==> src/rtl/pei_pkg.sv <==
// ----------------------------------------------------------------------------
// pei_pkg
// Types and codes shared by the ellipse union tester: command codes, the
// stored ellipse entry, control states and the test unit status.
// ----------------------------------------------------------------------------
`default_nettype none

package pei_pkg;

	typedef enum logic [1:0] {
		CMD_CLEAR = 2'd0,
		CMD_ADD   = 2'd1,
		CMD_QUERY = 2'd2
	} cmd_t;

	typedef struct packed {
		logic signed [15:0] cx;
		logic signed [15:0] cy;
		logic [14:0]        w;
		logic [14:0]        h;
	} ellipse_t;

	typedef enum logic [1:0] {
		ST_IDLE,
		ST_SCAN,
		ST_DONE
	} state_t;

	typedef struct packed {
		logic hit;
		logic busy;
	} test_stat_t;

endpackage

`default_nettype wire

==> src/rtl/pei_cell.sv <==
// ----------------------------------------------------------------------------
// pei_cell
// One storage cell of the ellipse ring. Loads a new entry on an add and
// takes its neighbour's entry on every rotation step of a query.
// ----------------------------------------------------------------------------
`default_nettype none

module pei_cell
	import pei_pkg::*;
(
	input  wire logic     clk,
	input  wire logic     load,
	input  wire logic     shift,
	input  wire ellipse_t din,
	input  wire ellipse_t nbr,
	output ellipse_t      q
);

	ellipse_t ent_q;

	always_ff @(posedge clk) begin
		if (load) begin
			ent_q <= din;
		end else if (shift) begin
			ent_q <= nbr;
		end
	end

	assign q = ent_q;

endmodule

`default_nettype wire

==> config.mk <==
export PLATFORM = sky130hd
export DESIGN_NAME = pei_cell
export DESIGN_NICKNAME = d
export VERILOG_FILES = /design/src/rtl/pei_pkg.sv /design/src/rtl/pei_cell.sv
export SDC_FILE = /design/constraint.sdc
export NUM_CORES = 1
export LEC_CHECK = 0
export ABC_AREA = 0
export BUFFER_PORTS_ARGS = -buffer_cell sky130_fd_sc_hd__buf_2
export CAP_MARGIN = 20
export CORE_MARGIN = 2
export CORE_UTILIZATION = 45
export CTS_BUF_LIST = sky130_fd_sc_hd__clkbuf_2 sky130_fd_sc_hd__clkbuf_4 sky130_fd_sc_hd__clkbuf_8
export CTS_CLUSTER_DIAMETER = 80
export CTS_CLUSTER_SIZE = 14
export DETAILED_ROUTE_END_ITERATION = 12
export PLACE_DENSITY = 0.95
export SLEW_MARGIN = 10
export SYNTH_ARGS = -nofsm -noshare
export SYNTH_HDL_FRONTEND = slang
export SYNTH_SLANG_ARGS = --single-unit
==> constraint.sdc <==
create_clock -name clk -period 4.4 [get_ports clk]
set_clock_uncertainty 0.15 [all_clocks]
set_input_delay 0.88 -clock clk [delete_from_list [all_inputs] [get_ports clk]]
set_output_delay 0.88 -clock clk [all_outputs]
set_load 0.02 [all_outputs]
Word-level counts from Yosys, hierarchy flattened:

Cells that the tools add are included.

* register bits after elaboration: 62
* input port bits: 127
* output and inout bits: 62

* mux-type cells: 2
* reduce and logical (&&, ||, !) cells: 1

Operators with widths (number)
* 2-to-1 mux 62 bit: 2
* nonzero test 2 bit: 1

Longest topological paths before layout:

Gate-level depths: netlist (run 1).

* depth after elaboration: 2
* gate-level depth with buffers: 3
* depth with buffers taken out: 1

Worst setup path before layout (run 1):

OpenSTA, ideal clock, no wires.

* path type: input -> register
* start point: input load
* end point: register ent_q (netlist bit q[0]) (enable)
* setup time: 423 ps
* data arrival time: 2598 ps
* required time: 3827 ps
* slack: 1228 ps
* cell stages on the path: 3
* cells stage by stage: buf_6 -> buf_12 -> or2_1

* longest elaborated chain between the ends: 1

RTL lines
* from (decl): RTL line pei_cell.sv:12 `input wire logic load,`
* nonzero test 2 bit (no line)
* to (signal assigned): RTL line pei_cell.sv:23 `ent_q <= din;`
* to (signal assigned): RTL line pei_cell.sv:25 `ent_q <= nbr;`
* to (decl): RTL line pei_cell.sv:19 `ellipse_t ent_q;`

Every way passes these cells.
A chain may end at the register's enable or synchronous reset.

Final worst setup path (run 1):

* start point: input load
* end point: register ent_q (netlist bit q[59]) (data pin)

* longest elaborated chain between the ends: 1

RTL lines
* 2-to-1 mux 62 bit: RTL line pei_cell.sv:22 `if (load) begin`

Every way passes these cells.

==> summary.md, run 1 <==
| Metric | Value |
|---|---|
| Status | complete, no violations |
| Clk sinks | 62 |
| Most frequent cells in the layout | buf_2 (187), edfxtp_1 (62), mux2_4 (59) |
| Largest net degree at the start of global routing | 63 |
| Peak VDD IR | 0.0002062 V |
| Fin nets | 453 |
| Post-Syn Nets | 259 |
| Total power | 1535 uW |
| Crit share post-route | 0.5234 |
| Arrival time of the worst setup path | 2240 ps |
| First-pass GRT wire length | 10.14 mm |
| GRT Total Usage | 0.1926 |
| CTS Buf Count | 9 |
| Vias in the first global route | 2,051 |
| Synth warn | 0 |
| Initial antenna violation count | 0 |
| Die ar. | 0.007147 mm^2 |
| Top-area cell type share of the netlist area | 0.6378 |
| Final min period | 2303 ps |
| Final hold viol count | 0 |
| Min Hold Slack | 685.4 ps |
| Synthesized area | 0.002919 mm^2 |
| Worst hold path depth | 2 |
| CTS tree | done |
| Most common cell after layout, fill and taps aside | buf_2 |
| Dpl cell area | 0.003842 mm^2 |
| Cts hold-fix bufs | 0 |
| Post-DP HPWL | 5.160 mm |
| Ports | 189 |
| # rows | 29 |
| Post-Layout Inst Area | 0.004031 mm^2 |
| Number of vias per cell | 4.667 |
| Synth area leaders | edfxtp_1 (64%), mux2_4 (30%), buf_12 (4.1%) |
| Max FFs per register | 62 |
| CP max FO | 62 |
| PD cells | 380.8 mW/mm^2 |
| Setup repair bufs after CTS | 0 |
| Sequential area share after synthesis | 0.6378 |
| Final setup TNS | 0 ps |
| Setup-failing EPs final | 0 |
| Gpl congestion | 0.7450 |
| Number of diodes | 0 |
| Avg WL per Cell | 16.56 um |
| Max-cap viol count | 0 |
| Clock transition at the registers of the reported paths | 70 ps |
| Static leakage | 0.001975 uW |
| Htree depth | 3 |
| Final max-slew violation count | 0 |
| Fmax | 434.3 MHz |
| Synth area leader | edfxtp_1 |
| Area Growth Syn to Fin | 38.11% |
| Grt ovf | 0 |
| CP Capture Type | flip-flop |
| Fillers | 502 |
| RSZ-0062 raised after global routing | no |
| Final WL | 6.757 mm |
| HP Class | primary input to flip-flop |
| Iteration count of the initial detailed-routing pass | 4 |
| PostCTS Resize Cnt | 0 |
| DRC Markers | 0 |
| Slew @ Worst Pin | 1090 ps |
| Mapped Cells | 132 |
| Vias post-DR | 1,904 |
| Layout cell share with drive strength beyond 1 | 0.8066 |
| Rel. slew slack | 0.2737 |
| Clock buffer depth | 2 |
| DRT antenna net count | 0 |
| Initial Util | 0.4623 |
| Port buffer count | 188 |
| #FFs+latches synth | 62 |
| Die W | 84.54 um |
| Finished Core Util | 0.6385 |
| Kind of launch point of the worst setup path | primary input |
| Distinct cell type count of the synthesized netlist | 6 |
| CP Data Required Time | 4330 ps |
| Setup CP Type | primary input to flip-flop |
| Area of the core | 0.006314 mm^2 |
| CTS root buffer | clkbuf_8 |
| Die height | 84.54 um |
| Synth Area per Inst | 22.11 um^2 |
| Iteration-0 DRC Markers | 80 |
==> synthesized netlist by cell type <==
cell type	count
mux2_4	59
edfxtp_1	62
mux2_2	3
or2_1	1
buf_12	6
buf_6	1
==> cell type report <==
class | count | area, um^2 | area share
clock buffer | 11 | 138.9 | 0.03445
timing repair buffer | 190 | 958.4 | 0.2377
tap | 77 | 96.34 | 0.02390
sequential | 62 | 1862 | 0.4618
clock inverter | 5 | 50.05 | 0.01241
multi-input combinational | 63 | 925.9 | 0.2297
==> power by group <==
| group | total, uW | leakage [uW] | switching, uW | internal, uW |
|---|---|---|---|---|
| clock network | 482 | 0.0000952 | 212 | 269 |
| registers | 741 | 0.000632 | 15.5 | 725 |
| logic | 313 | 0.00125 | 164 | 149 |
| total | 1540 | 0.00198 | 391 | 1140 |
==> metrics by stage <==
| step | setup slack, ps | cells |
|---|---|---|
| finish | 2097 | 408 |
| global route | 2078 | 408 |
| detailed placement | 1752 | 392 |
| global placement | 1808 | 392 |
| floorplan | 1228 | 132 |
| CTS | 2113 | 408 |
==> critical path, cell delays in order <==
cell	delay (ps)
buf_4	80
buf_4	810
mux2_2	420
==> layer usage <==
layer | wire length, um | GRT usage
met5 | 0 | 0
met4 | 209 | 0.08225
met3 | 542 | 0.09341
met2 | 3694 | 0.3436
met1 | 2310 | 0.1888
==> cell families (layout without fill, tap and decap cells) <==
logic type    count (synthesis)  after routing  share of synthesized area
buf+inv                       7            206                    0.04501
flops                        62             62                     0.6378
mux                          62             62                     0.3150
simple gates                  1              1                   0.002145
==> worst paths after layout <==
path,start,to
worst min-delay path,din[0],q[0]$_DFFE_PP_
worst max-delay path,load,q[59]$_DFFE_PP_
Power figures use the tool's default switching activity.
==> run 2, diff against run 1 <==
CORE_UTILIZATION = 44   (was 45)
PLACE_DENSITY = 0.94   (was 0.95)
clock period = 2.21 ns   (was 4.4 ns; I/O delays follow)
==> run 2 against run 1 <==
Net effect: routed wire length decreased by 2.1%; sequential share of layout area decreased by 0.31 points; total power increased by 97%; flip-flop and latch count unchanged; via count increased by 1.2%; setup slack got worse by 1400 ps; cell area increased by 0.68%; sequential power increased by 100%; clock power increased by 92%; die area increased by 2.2%; utilization decreased by 0.29 points; highest routed layer unchanged.
==> summary.md, run 2 (synthesis gave the netlist of run 1 again) <==
| Metric | Value |
|---|---|
| Critical path endpoint | q[15] |
| Htree depth | 3 (unchanged) |
| Status | complete, no violations |
| CP Data Required Time | 1620 ps (-2710 ps) |
| Setup repair bufs after CTS | 0 (unchanged) |
| Clk sinks | 62 (unchanged) |
| Setup CP Type | flip-flop to output pin |
| Die W | 85.45 um (+1.1%) |
| Final hold viol count | 0 (unchanged) |
| # rows | 29 (unchanged) |
| Setup-failing EPs final | 0 (unchanged) |
| Arrival time of the worst setup path | 890 ps (-1350 ps) |
| Die height | 85.45 um (+1.1%) |
| Max FFs per register | 62 (unchanged) |
| Kind of launch point of the worst setup path | flip-flop |
| Crit path depth | 1 (-2) |
| Layout cell share with drive strength beyond 1 | 0.8097 (+0.003021) |
| Number of diodes | 0 (unchanged) |
| Crit path max-delay family | flip-flops |
| Iteration count of the initial detailed-routing pass | 4 (unchanged) |
| Min Hold Slack | 257.9 ps (-427.5 ps) |
| Crit path from | q[15]$_DFFE_PP_ |
| Most frequent cells in the layout | buf_2 (187), edfxtp_1 (62), mux2_4 (59) |
| Final max-slew violation count | 0 (unchanged) |
| Most common cell after layout, fill and taps aside | buf_2 |
| Clock buffer depth | 2 (unchanged) |
| RSZ-0062 raised after global routing | no |
| Vias post-DR | 1,926 (+1.2%) |
| Max-cap viol count | 0 (unchanged) |
| CP max FO | 1 (-98%) |
| Final WL | 6.618 mm (-2.1%) |
| CTS root buffer | clkbuf_8 |
| Dpl cell area | 0.003882 mm^2 (+1.0%) |
| Iteration-0 DRC Markers | 46 (-43%) |
| PD cells | 746.3 mW/mm^2 (+96%) |
| Port buffer count | 188 (unchanged) |
| DRT antenna net count | 0 (unchanged) |
| Fillers | 474 (-5.6%) |
| Crit share post-route | 0.6716 |
| Initial Util | 0.4571 (-0.005254) |
| Rel. slew slack | 0.7227 (+0.4491) |
| Multi-input logic area | 925.9 um^2 (unchanged) |
| Critical path buffers and inverters | 1 (-1) |
| Area of the core | 0.006386 mm^2 (+1.1%) |
| CTS tree | done |
| DRC Markers | 0 (unchanged) |
| Slew @ Worst Pin | 415.9 ps (-673.6 ps) |
| Clock transition at the registers of the reported paths | 70 ps (about the same) |
| Area Growth Syn to Fin | 39.05% |
| Crit-path cells | buf_2 |
| CP max stage cell | edfxtp_1 |
| Post-DP HPWL | 5.319 mm (+3.1%) |
| Vias in the first global route | 2,016 (-1.7%) |
| Final min period | 1484 ps |
| HP Class | primary input to flip-flop |
| Fin nets | 455 (+0.44%) |
| Peak VDD IR | 0.0004111 V (+99%) |
| Avg WL per Cell | 16.22 um (-2.1%) |
| Total power | 3029 uW (+97%) |
| Gpl congestion | 0.7582 (+1.8%) |
| Ports | 189 (unchanged) |
| Post-Layout Inst Area | 0.004059 mm^2 (+0.68%) |
| CP Capture Type | output pin |
| Seq. cell area | 0.001862 mm^2 (unchanged) |
| Post-route insts no fill | 408 (unchanged) |
| Largest net degree at the start of global routing | 34 (-46%) |
| Static leakage | 0.001991 uW (+0.79%) |
| GRT Total Usage | 0.1831 (-0.009570) |
| Cts hold-fix bufs | 0 (unchanged) |
| Number of vias per cell | 4.721 (+1.2%) |
| First-pass GRT wire length | 9.832 mm (-3.0%) |
| PostCTS Resize Cnt | 0 (unchanged) |
| Fmax | 673.8 MHz |
| Die ar. | 0.007302 mm^2 (+2.2%) |
| Largest stage delay, worst path | 390 ps (-420 ps) |
| Initial antenna violation count | 0 (unchanged) |
| Grt ovf | 0 (unchanged) |
| Final setup TNS | 0 ps (unchanged) |
| CTS Buf Count | 9 (unchanged) |
| # placed instances | 394 (+0.51%) |
==> run 2: cell types whose count changed in the layout (fill, tap and decap cells not counted) <==
cell,previous run,this run
buf_12,0,2
clkbuf_4,2,0
clkinv_1,2,1
clkinv_2,1,2
clkinv_4,0,1
clkinvlp_4,1,0
==> run 2: power by group <==
group          total (uW)  leakage (uW)  switching [uW]  internal (uW)
sequential           1480      0.000632            31.9           1440
combinational         629       0.00127             328            300
clock                 925     0.0000923             422            502
total                3030       0.00199             783           2250
==> run 2: area by class of cell <==
type,count,share of cell area
multi-input combinational,63,0.2281
sequential,62,0.4587
clock inverter,5,0.01295
timing repair buffer,192,0.2460
tap,77,0.02374
clock buffer,9,0.03052
==> run 2: worst min path at each step <==
| stage | slack (ps) | from | to | depth (start not counted) |
|---|---|---|---|---|
| global route | 250 | din[54] | q[54]$_DFFE_PP_ | 2 |
| global placement | 590 | din[39] | q[39]$_DFFE_PP_ | 2 |
| floorplan | 510 | din[0] | q[0]$_DFFE_PP_ | 1 |
| CTS | 250 | din[37] | q[37]$_DFFE_PP_ | 2 |
| detailed placement | 600 | din[37] | q[37]$_DFFE_PP_ | 2 |
| finish | 260 | din[38] | q[38]$_DFFE_PP_ | 2 |
==> run 2: metrics by stage <==
| step | utilization | setup WS (ps) |
|---|---|---|
| final | 0.6356 | 725.8 |
| after global placement | 0.6080 | 485.6 |
| after global routing | 0.6356 | 688.2 |
| after CTS | 0.6356 | 702.9 |
| after detailed placement | 0.6080 | 451.4 |
| after floorplan | - | 89.91 |
==> run 2: routing by layer <==
metal  share of wire  up-vias  GRT usage
li1                -      907          -
met1            0.33      888     0.1831
met2            0.56      116     0.3409
met3           0.081       15    0.04961
met4           0.030        0    0.09812
met5               0        -          0
==> run 3, diff against run 2 <==
ABC_AREA = 1   (was 0)
CORE_UTILIZATION = 42   (was 44)
PLACE_DENSITY = 0.93   (was 0.94)
clock period = 1.48 ns   (was 2.21 ns; I/O delays follow)
==> run 3 against run 2 <==
Net effect: final cell count increased by 31%; combinational power increased by 34%; clock power increased by 33%; via count increased by 26%; critical path depth unchanged; total power increased by 41%; flip-flop and latch count unchanged; synthesized area decreased by 7.5%; hold slack got worse by 170 ps.
==> summary.md, run 3 <==
| Metric | Value |
|---|---|
| Vias post-DR | 2,430 (+26%) |
| Clock transition at the registers of the reported paths | 70 ps (about the same) |
| CP Capture Type | output pin |
| Area of the core | 0.006277 mm^2 (-1.7%) |
| HP Class | primary input to flip-flop |
| Most common cell after layout, fill and taps aside | buf_2 |
| Setup repair bufs after CTS | 0 (unchanged) |
| Slew @ Worst Pin | 411.2 ps (-4.748 ps) |
| Dpl cell area | 0.003670 mm^2 (-5.5%) |
| RSZ-0062 raised after global routing | no |
| Sw Share | 0.2647 (+0.006279) |
| Fin nets | 580 (+27%) |
| Synth area leader | edfxtp_1 |
| Setup CP Type | flip-flop to output pin |
| Clock Power Share | 0.288 (-0.017) |
| Setup-failing EPs final | 0 (unchanged) |
| Layout cell share with drive strength beyond 1 | 0.4573 (-0.3523) |
| Sequential fraction of design power | 0.515 (+0.028) |
| Final setup TNS | 0 ps (unchanged) |
| Port buffer count | 188 (unchanged) |
| Static leakage | 0.002059 uW (+3.4%) |
| Initial Util | 0.4299 (-0.02715) |
| Max FFs per register | 62 (unchanged) |
| CP max FO | 1 (unchanged) |
| Crit path max-delay family | flip-flops |
| Synth warn | 0 (unchanged) |
| Comb pwr share | 0.197 (-0.010) |
| Post-route insts no fill | 534 (+31%) |
| Synth area leaders | edfxtp_1 (69%), nand2_1 (26%), buf_6 (2.9%) |
| Most frequent cells in the layout | buf_2 (188), nand2_1 (186), edfxtp_1 (62) |
| Crit-path cells | buf_2 |
| Ports | 189 (unchanged) |
| Max-cap viol count | 0 (unchanged) |
| Clk sinks | 62 (unchanged) |
| Post-Layout Inst Area | 0.003834 mm^2 (-5.5%) |
| Peak VDD IR | 0.0007333 V (+78%) |
| PD cells | 1114 mW/mm^2 (+49%) |
| Synth Area per Inst | 10.26 um^2 (-54%) |
| CTS root buffer | clkbuf_8 |
| Synthesized area | 0.002699 mm^2 (-7.5%) |
| DRC Markers | 0 (unchanged) |
| Cts hold-fix bufs | 0 (unchanged) |
| Die ar. | 0.007083 mm^2 (-3.0%) |
| DRT antenna net count | 0 (unchanged) |
| Iteration count of the initial detailed-routing pass | 4 (unchanged) |
| Post-DP HPWL | 4.890 mm (-8.1%) |
| Critical path buffers and inverters | 1 (unchanged) |
| Final WL | 6.358 mm (-3.9%) |
| Finished Core Util | 0.6107 (-0.02486) |
| # rows | 29 (unchanged) |
| Crit share post-route | 0.8951 |
| Final min period | 1325 ps |
| First-pass GRT wire length | 10.04 mm (+2.1%) |
| Fillers | 536 (+13%) |
| Post-Syn Nets | 390 (+51%) |
| Internal power | 3139 uW (+40%) |
| Iteration-0 DRC Markers | 118 (+160%) |
| GRT Total Usage | 0.1806 (-0.002482) |
| Area Growth Syn to Fin | 42.05% |
| Number of diodes | 0 (unchanged) |
| #FFs+latches synth | 62 (unchanged) |
| Die height | 84.16 um (-1.5%) |
| Main synth FF type | edfxtp_1 |
| Arrival time of the worst setup path | 880 ps (about the same) |
| Gpl congestion | 0.7524 (-0.76%) |
| Sequential area share after synthesis | 0.6898 (+0.05204) |
| # placed instances | 519 (+32%) |
| EDFF count, synth | 62 (unchanged) |
| Final max-slew violation count | 0 (unchanged) |
| NetSw | 1130 uW (+44%) |
| Clock buffer depth | 2 (unchanged) |
| Die W | 84.16 um (-1.5%) |
| Grt ovf | 0 (unchanged) |
| Avg WL per Cell | 11.91 um (-27%) |
| Most frequent cell after synthesis | nand2_1 |
| CP max stage cell | edfxtp_1 |
| Status | complete, no violations |
| Htree depth | 3 (unchanged) |
| CP Data Required Time | 1030 ps (-590 ps) |
| PostCTS Resize Cnt | 0 (unchanged) |
| Ys async rst share | 0 (unchanged) |
| Total power | 4269 uW (+41%) |
| Mapped Cells | 263 (+99%) |
| CTS tree | done |
| Vias in the first global route | 2,335 (+16%) |
| Initial antenna violation count | 0 (unchanged) |
| Final hold viol count | 0 (unchanged) |
| Largest net degree at the start of global routing | 63 (+85%) |
| Number of vias per cell | 4.551 (-3.6%) |
| Fmax | 754.9 MHz |
| Kind of launch point of the worst setup path | flip-flop |
| CTS Buf Count | 9 (unchanged) |
| Rel. slew slack | 0.7259 (+0.003165) |
| Top-area cell type share of the netlist area | 0.6898 (+0.05204) |
| Distinct cell type count of the synthesized netlist | 6 (unchanged) |
| Commonest cells post-synth | nand2_1 (186), edfxtp_1 (62), buf_6 (7), buf_4 (6) |
| Largest stage delay, worst path | 390 ps (about the same) |
run 3: cell count changes after synthesis, moves of 3 or more:
cell and delta:
mux2_4 -59, buf_6 +6, buf_12 -6, nand2_1 +186, mux2_2 -3, buf_4 +6
run 3: stage by stage:
stage,hold slack [ps],setup slack [ps]
after floorplan,324.6,0.7412
after global placement,412.4,175.3
after detailed placement,413.2,146.2
after CTS,71.50,130.6
after global routing,72.72,119.1
final,90.14,155.3
run 3: kinds of logic (layout without fill, tap and decap cells):
kind of cell	count (synthesis)	count (layout)	share of synthesized area
flip-flops	62	62	0.6898
buffers and inverters	14	208	0.04914
AND/OR/NAND/NOR	187	187	0.2610
run 3: power by group through the flow:
stage                     Clock (uW)  Sequential [uW]  Combinational (uW)
final                           1230             2200                 841
after floorplan                    0             2500                 206
after CTS                       1270             2200                 851
after detailed placement           0             2240                 849
after global placement             0             2230                 823
after global routing            1340             2220                 914
run 3: layout make-up:
type                       count  area (um^2)  share of cell area
sequential                    62         1862              0.4856
multi-input combinational    187        706.9              0.1844
tap                           77        96.34             0.02513
timing repair buffer         192        996.0              0.2598
inverter                       1        8.758            0.002285
clock inverter                 2        10.01            0.002611
clock buffer                  13        153.9             0.04014
run 3: path summary, 6_finish.rpt:
kind,startpoint,endpoint,slack (ps),depth (start not counted)
setup / recovery,q[47]$_DFFE_PP_,q[47],160,1
hold / removal,nbr[42],q[42]$_DFFE_PP_,90,3
run 3: routing by layer:
metal	track usage	part of all wire	vias up
li1	-	-	1223
met1	0.1950	0.38	1072
met2	0.3203	0.52	117
met3	0.05605	0.081	18
met4	0.08798	0.026	0
met5	0	0	-
